### src/display_dirty_span_flusher_macros.svh
// Assertion macros for the dirty span flusher.
// Depends on nothing; the including module must have clk and rst_n in scope.
`ifndef DISPLAY_DIRTY_SPAN_FLUSHER_MACROS_SVH
`define DISPLAY_DIRTY_SPAN_FLUSHER_MACROS_SVH

// Same-cycle implication, ignored while in reset.
`define DDSF_ASSERT_NOW(label, ante, cons, msg) \
    label: assert property (@(posedge clk) disable iff (!rst_n) (ante) |-> (cons)) \
        else $error(msg);

// Next-cycle implication, ignored while in reset.
`define DDSF_ASSERT_NEXT(label, ante, cons, msg) \
    label: assert property (@(posedge clk) disable iff (!rst_n) (ante) |=> (cons)) \
        else $error(msg);

`endif

### src/ddsf_pkg.sv
// Shared types and constants of the dirty span flusher.
// No dependencies; used by ddsf_span_scan and display_dirty_span_flusher.
package ddsf_pkg;

    // request codes
    localparam logic [1:0] REQ_WRITE  = 2'd0;
    localparam logic [1:0] REQ_COMMIT = 2'd1;
    localparam logic [1:0] REQ_STEP   = 2'd2;

    // transmit phases
    localparam logic [1:0] PH_IDLE   = 2'd0;
    localparam logic [1:0] PH_CURSOR = 2'd1;
    localparam logic [1:0] PH_HEADER = 2'd2;
    localparam logic [1:0] PH_DATA   = 2'd3;

    // configuration register indexes
    localparam logic CFG_COLUMN_OFFSET  = 1'b0;
    localparam logic CFG_DEVICE_ADDRESS = 1'b1;

    // bus bytes
    localparam logic [7:0] CTRL_CMD     = 8'h00;
    localparam logic [7:0] CTRL_DATA    = 8'h40;
    localparam logic [7:0] CMD_PAGE     = 8'hB0;
    localparam logic [7:0] CMD_COL_HI   = 8'h10;
    localparam logic [7:0] NIBBLE_MASK  = 8'h0F;

    // register reset values
    localparam logic [7:0] DEV_ADDR_RST   = 8'h78;
    localparam logic [6:0] COL_OFFSET_RST = 7'd2;

    typedef struct packed {
        logic restart;
        logic cmp_valid;
    } scan_ctl_t;

    typedef struct packed {
        logic       byte_valid;
        logic [7:0] bus_byte;
        logic       start_before;
        logic       stop_after;
        logic       frame_done;
        logic       write_refused;
    } result_t;

endpackage

### src/ddsf_span_scan.sv
// Compare unit: tracks first and last differing column of one page scan.
// Depends on ddsf_pkg (scan_ctl_t).
module ddsf_span_scan #(
    parameter int WIDTH = 128
) (
    input  logic                         clk,
    input  logic                         rst_n,
    input  ddsf_pkg::scan_ctl_t          ctl,
    input  logic [$clog2(WIDTH)-1:0]     col,
    input  logic [7:0]                   frame_byte,
    input  logic [7:0]                   shown_byte,
    output logic                         hit_now,
    output logic [$clog2(WIDTH)-1:0]     first_now,
    output logic [$clog2(WIDTH)-1:0]     last_now
);

    localparam int CI_W = $clog2(WIDTH);

    logic            hit_reg;
    logic [CI_W-1:0] first_reg;
    logic [CI_W-1:0] last_reg;
    logic            diff;

    assign diff      = ctl.cmp_valid && (frame_byte != shown_byte);
    assign hit_now   = hit_reg || diff;
    assign first_now = hit_reg ? first_reg : col;
    assign last_now  = diff ? col : last_reg;

    always_ff @(posedge clk or negedge rst_n)
    begin
        if (!rst_n)
        begin
            hit_reg <= 1'b0;
        end
        else if (ctl.restart)
        begin
            hit_reg <= 1'b0;
        end
        else
        begin
            hit_reg <= hit_now;
        end
    end

    always_ff @(posedge clk)
    begin
        first_reg <= first_now;
        last_reg  <= last_now;
    end

endmodule

### config.mk
export PLATFORM = sky130hd
export DESIGN_NAME = ddsf_span_scan
export DESIGN_NICKNAME = d
export VERILOG_FILES = /design/src/display_dirty_span_flusher_macros.svh /design/src/ddsf_pkg.sv /design/src/ddsf_span_scan.sv
export SDC_FILE = /design/constraint.sdc
export NUM_CORES = 1
export LEC_CHECK = 0
export ABC_CLOCK_PERIOD_IN_PS = 2000
export BUFFER_PORTS_ARGS = -buffer_cell sky130_fd_sc_hd__clkbuf_2
export CORE_MARGIN = 5
export CORE_UTILIZATION = 25
export DETAILED_ROUTE_END_ITERATION = 10
export SLEW_MARGIN = 10
export SYNTH_ARGS = -nofsm -noshare
export SYNTH_HDL_FRONTEND = slang
export SYNTH_SLANG_ARGS = --single-unit
### constraint.sdc
create_clock -name clk -period 2 [get_ports clk]
set_input_delay 0.4 -clock clk [delete_from_list [all_inputs] [get_ports clk]]
set_output_delay 0.4 -clock clk [all_outputs]
set_load 0.01 [all_outputs]
==> out/qor.yml, run 1 <==
global_routing:
  grt_start_max_net_pins: 9
  grt_pass1_wl_mm: 2.10
  antenna_found_initial: 0
  overflow: 0
  grt_usage_pct: 8.34
  grt_pass1_vias: 522
clocking:
  cts.sinks: 15
  clkTransAtPathRegs_ns: 0.08
  cts_buffer_depth: 2
  cts_tree: "done"
  cts_buffers: 3
  h-tree-depth: 1
  clock_latency_ns: 0.27
  cts_root_buf: "clkbuf_4"
timing:
  setup_violations: 0
  rsz0062_at_grt: "true"
  timing.final.ws_setup_ns: 0.00843
  setup_tns_ns: 0
  worst_slew_pin_slew_ns: 0.351
  finalMaxSlewViolations: 0
  post-route-period-util_pct: 99.6
  hold_viol_final: 0
  fin_hold_ws_ns: 0.272
  timing.fmax_mhz: 502
  layout_min_cycle_time_ns: 1.99
  slew_headroom_pct: 76.6
  clock_skew_ns: 0.00141
power:
  p_leak_nw: 0.471
  p_sw_uw: 165
  clkPwrFrac_pct: 23.7
  switching_share_pct: 24.1
  power_density_mw_per_mm2: 710
  vdd_drop_max_uv: 306
  pwr-share-seq_pct: 49.8
  share_comb_of_total_power_pct: 26.5
  p_int_uw: 520
yosys:
  synth-xor-area-share_pct: 12.1
  synth_simple_gate_area_share_pct: 2.81
  netlist_top_cells_count: "dfxtp_1, mux2_2, xnor2_1"
  syn-cell-area_um2: 578
  synth-seq-area-share_pct: 52.8
  syn_inst: 44
  ys_ff_latch: 15
  yosysTopAreaCell: "dfxtp_1"
  muxShareOfSynthArea_pct: 27.3
  synth_compound_area_share_pct: 3.68
  avgSynthCellArea_um2: 13.1
  async_reset_ff_share_pct: 6.67
  synthTopCellsByArea: "dfxtp_1, mux2_2, xnor2_1, dfrtp_1, o21ai_4"
  synth-edff-count: 0
  synth_fa_ha_area_share_pct: 0
  synth.distinct_cells: 10
  yosys_warnings: 0
  synth_ff_type: "dfxtp_1"
  synth_top_area_share_pct: 48.5
  synth_fp_nets: 71
  synth_top_family_by_area: "multiplexers"
floorplanning:
  die_width_um: 58.1
  ioPinCount: 42
  initial_core_util_pct: 26.1
  die-area_mm2: 0.00337
  rows: 17
  die_h_um: 58.1
  coreArea_mm2: 0.00221
routing:
  drt-pass1-iter-count: 3
  ant_nets: 0
  vias: 490
  drt_wl_total_mm: 1.33
  wl_per_cell_um: 11.2
  drc: 0
  dr.first_iter.drc_count: 3
  drt-vias-per-instance: 4.12
job:
  max-cap-violations: 0
finish:
  drive_above_1_share_pct: 69.2
  fin_cells: 119
  finalNetCount: 119
  final_core_util_pct: 43.6
  n_antenna_cell: 0
  area_delta_synth_final_pct: 66.9
placement:
  placedCellCount: 114
  place.gp.congestion: 0.593
  port_buffers: 41
  place_ws_ns: -0.0196
setup_path:
  worstPathCellList: "clkbuf_2, xnor2_1, nand4_1, o21ai_4, buf_6, mux2_4, buf_6"
  crit_path_end_kind: "output pin"
  cp.required_ns: 1.60
  path_max_fanout: 6
  crit_path_frequent_cell: "buf_6"
  cp-start-kind: "primary input"
  rr_worst_depth: 1
  slowest_stage: "mux2_4"
  critical_path.max_stage_delay_ns: 0.31
  arrival_ns: 1.59
  critical_path_class: "in -> out"
min_path:
  hp-class: "in -> reg"
  hold_depth: 2
run_status:
  status: "completed"
==> metal layers <==
| metal | track usage (%) | part of all wire (%) |
|---|---|---|
| met1 | 9.35 | 43 |
| met5 | 0 | 0 |
| met4 | 4.97 | 0 |
| met2 | 12.3 | 47 |
| met3 | 4.68 | 9.8 |
==> cells by family after synthesis <==
| logic type | after synthesis |
|---|---|
| AOI/OAI and AO/OA | 2 |
| xor gates and xnor gates | 8 |
| buffers and inverters | 2 |
| DFF | 15 |
| muxes | 14 |
| and+or+nand+nor | 3 |
==> path summary, 6_finish.rpt <==
kind                          startpoint           end  slack, ns
max                        shown_byte[3]   last_now[5]      0.008
min                               ctl[1]       hit_reg       0.27
max reg2reg                      hit_reg  first_reg[0]       0.94
min reg2reg                 first_reg[5]  first_reg[5]       0.47
max in group asynchronous          rst_n       hit_reg       1.48
min in group asynchronous          rst_n       hit_reg       0.44
==> layout by cell type, fill, tap and decap left out, types with 2 or more instances in the layout <==
cell type / netlist / routed
buf_6: 0 / 10
clkbuf_2: 0 / 33
clkbuf_4: 0 / 3
dfxtp_1: 14 / 14
mux2_2: 14 / 7
mux2_4: 0 / 7
nand4_1: 2 / 2
xnor2_1: 8 / 6
xnor2_2: 0 / 2
==> layout make-up <==
cell class                 count  area [um^2]
multi-input combinational     27          307
tap                           28         35.0
sequential                    15          305
fill                         243         1250
inverter                       1         3.75
clock buffer                   4         26.3
timing repair buffer          44          288
==> worst max-delay path, delay by kind of cell <==
kind            cells  cell delay, ns
mux                 1            0.31
compound gates      1            0.20
buf+inv             3            0.36
xor+xnor            1            0.15
simple gates        1            0.16
==> power groups by stage <==
stage / combinational [mW] / sequential (mW) / clock, mW
floorplan: 0.0809 / 0.341 / 0
global placement: 0.142 / 0.347 / 0
detailed placement: 0.145 / 0.347 / 0
CTS: 0.148 / 0.340 / 0.178
global route: 0.199 / 0.345 / 0.199
finish: 0.182 / 0.341 / 0.163
==> repair_timing <==
action / in CTS / in global routing
gates resized for setup: 1 / 26
setup buffers: 0 / 0
setup endpoints to repair: 4 / 7
hold endpoints to repair: 1 / 0
pin swaps: 1 / 4
hold buffers: 1 / 0
cloned: 0 / 0
==> per-stage QoR <==
stage | cell area, um^2 | total power [mW]
finish | 965 | 0.685
global route | 965 | 0.742
CTS | 870 | 0.666
detailed placement | 830 | 0.492
global placement | 830 | 0.489
floorplan | 578 | 0.422
Note: power is estimated with default switching activity, not from simulation.
==> run 2, diff against run 1 <==
--- a/config.mk
+++ b/config.mk
@@ -7,7 +7,7 @@
 export LEC_CHECK = 0
 export ABC_CLOCK_PERIOD_IN_PS = 2000
 export BUFFER_PORTS_ARGS = -buffer_cell sky130_fd_sc_hd__clkbuf_2
-export CORE_MARGIN = 5
+export CORE_MARGIN = 2
 export CORE_UTILIZATION = 25
 export DETAILED_ROUTE_END_ITERATION = 10
 export SLEW_MARGIN = 10
==> run 2 against run 1 <==
Clock skew is 0.00068 ns higher. Cell count stayed put. Design area is 3.4% higher. Flip-flop and latch count stayed put. Die area is 20% lower. Critical path type unchanged. Critical endpoint is now last_now[2]. Largest cell class unchanged. Largest power group unchanged.
==> out/qor.yml, run 2 (same netlist as run 1, synthesis figures left out) <==
global_routing:
  antenna_found_initial: 0  # unchanged
  grt_pass1_wl_mm: 2.02  # was 2.10 mm
  overflow: 0  # unchanged
  grt_pass1_vias: 500  # was 522
  grt_start_max_net_pins: 9  # unchanged
  grt_usage_pct: 9.95  # was 8.34%
job:
  max-cap-violations: 0  # unchanged
power:
  p_leak_nw: 0.488  # was 0.471 nW
  power_density_mw_per_mm2: 694  # was 710 mW/mm^2
  finalPower_uw: 692  # was 685 uW
  vdd_drop_max_uv: 318  # was 306 uV
setup_path:
  cp-start-kind: "primary input"  # unchanged
  r2r_slack_ns: 0.93  # was 0.94 ns
  rr_worst_depth: 1  # unchanged
  reg2reg_to: "first_reg[1]"  # was first_reg[0]
  cp_top_family: "buffers and inverters"  # unchanged
  slowest_stage: "mux2_4"  # unchanged
  crit_path_end_kind: "output pin"  # unchanged
  critical_path_class: "in -> out"  # unchanged
  worstPathCellList: "clkbuf_2, xnor2_1, nand4_1, o21ai_4, buf_12, mux2_4, buf_6"  # was clkbuf_2, xnor2_1, nand4_1, o21ai_4, buf_6, mux2_4, buf_6
  cp.required_ns: 1.60  # about the same
  arrival_ns: 1.57  # was 1.59 ns
  crit_buf_inv: 3  # unchanged
  critical_path.max_stage_delay_ns: 0.31  # about the same
  path_max_fanout: 8  # was 6
  r2r-start: "hit_reg"  # unchanged
finish:
  regArea_um2: 305  # unchanged
  area_delta_synth_final_pct: 72.5  # was 66.9%
  n_antenna_cell: 0  # unchanged
  final_cell_mix: "clkbuf_2, dfxtp_1, buf_6"  # unchanged
  layout_commonest_cell: "clkbuf_2"  # unchanged
  drive_above_1_share_pct: 71.4  # was 69.2%
  final_core_util_pct: 45.5  # was 43.6%
  fillers: 213  # was 243
  finalNetCount: 119  # unchanged
  fin_cells: 119  # unchanged
  multi_input_area_um2: 322  # was 307 um^2
min_path:
  hold_path_end: "hit_reg"  # unchanged
  hold_depth: 2  # unchanged
  hp-class: "in -> reg"  # unchanged
  hp-start: "ctl[1]"  # unchanged
placement:
  place_ws_ns: -0.0667  # was -0.0196 ns
  placedCellCount: 113  # was 114
  port_buffers: 41  # unchanged
  place.gp.congestion: 0.572  # was 0.593
timing:
  slew_headroom_pct: 75.7  # was 76.6%
  setup_violations: 0  # unchanged
  clock_skew_ns: 0.00209  # was 0.00141 ns
  post-route-period-util_pct: 98.6  # was 99.6%
  timing.final.ws_setup_ns: 0.0281  # was 0.00843 ns
  finalMaxSlewViolations: 0  # unchanged
  hold_viol_final: 0  # unchanged
  layout_min_cycle_time_ns: 1.97  # was 1.99 ns
  timing.fmax_mhz: 507  # was 502 MHz
  rsz0062_at_grt: "true"  # unchanged
  worst_slew_pin_slew_ns: 0.365  # was 0.351 ns
routing:
  ant_nets: 0  # unchanged
  drt_wl_total_mm: 1.25  # was 1.33 mm
  vias: 487  # was 490
  drc: 0  # unchanged
  wl_per_cell_um: 10.5  # was 11.2 um
  dr.first_iter.drc_count: 3  # unchanged
  drt-pass1-iter-count: 3  # unchanged
  drt-vias-per-instance: 4.09  # was 4.12
floorplanning:
  rows: 17  # unchanged
  die_width_um: 52.1  # was 58.1 um
  initial_core_util_pct: 26.4  # was 26.1%
  die-area_mm2: 0.00271  # was 0.00337 mm^2
  coreArea_mm2: 0.00219  # was 0.00221 mm^2
  ioPinCount: 42  # unchanged
  die_h_um: 52.1  # was 58.1 um
clocking:
  cts_buffers: 3  # unchanged
  cts_buffer_depth: 2  # unchanged
  h-tree-depth: 1  # unchanged
  cts_root_buf: "clkbuf_4"  # unchanged
  cts_tree: "done"  # unchanged
  clkTransAtPathRegs_ns: 0.08  # about the same
  cts.sinks: 15  # unchanged
  clock_latency_ns: 0.27  # about the same
run_status:
  status: "completed"  # unchanged
## run 2: how the worst max path moves through the flow
stage               cells after the start           to           from  slack [ns]
global placement                        6  last_now[4]  shown_byte[1]       -0.04
CTS                                     7  last_now[6]  frame_byte[4]      -0.008
finish                                  7  last_now[2]  shown_byte[0]        0.03
floorplan                               4  last_now[0]  shown_byte[0]        0.24
global route                            7  last_now[6]  shown_byte[0]       -0.05
detailed placement                      6  last_now[2]  shown_byte[5]       -0.07
## run 2: metrics by stage
step	hold WS [ns]	instance area (um^2)	TNS [ns]
final	0.273	997	0
after detailed placement	0.176	822	-0.438
after floorplan	0.104	578	0
after global routing	0.261	997	-0.344
after CTS	0.262	890	-0.0273
after global placement	0.174	822	-0.265
## run 2: layout make-up
cell class | instances | share of cell area [%]
Sequential cell | 15 | 30.6
Timing Repair Buffer | 44 | 30.6
Clock buffer | 4 | 2.63
Tap cell | 28 | 3.51
Inverter | 1 | 0.376
Multi-Input combinational cell | 27 | 32.2
## run 2: timing repair
action | CTS | global route
gates resized for setup | 3 | 26
cloned | 0 | 0
endpoints found under the setup margin | 7 | 7
endpoints found under the hold margin | 1 | 0
buffers inserted | 1 | 0
pin swaps | 3 | 6
hold buffers | 1 | 0
## run 2: routing by layer
layer	up-vias	wire length [um]	GRT usage (%)
li1	246	-	-
met1	217	504	11.3
met2	24	630	16.5
met3	0	118	3.16
met5	-	0	0
met4	0	0	5.26
## run 2: report_power, final
part           switching (mW)  total [mW]  internal (mW)
logic                  0.0711       0.190          0.119
clock network          0.0840       0.161         0.0772
registers              0.0113       0.341          0.330
total                   0.166       0.692          0.526
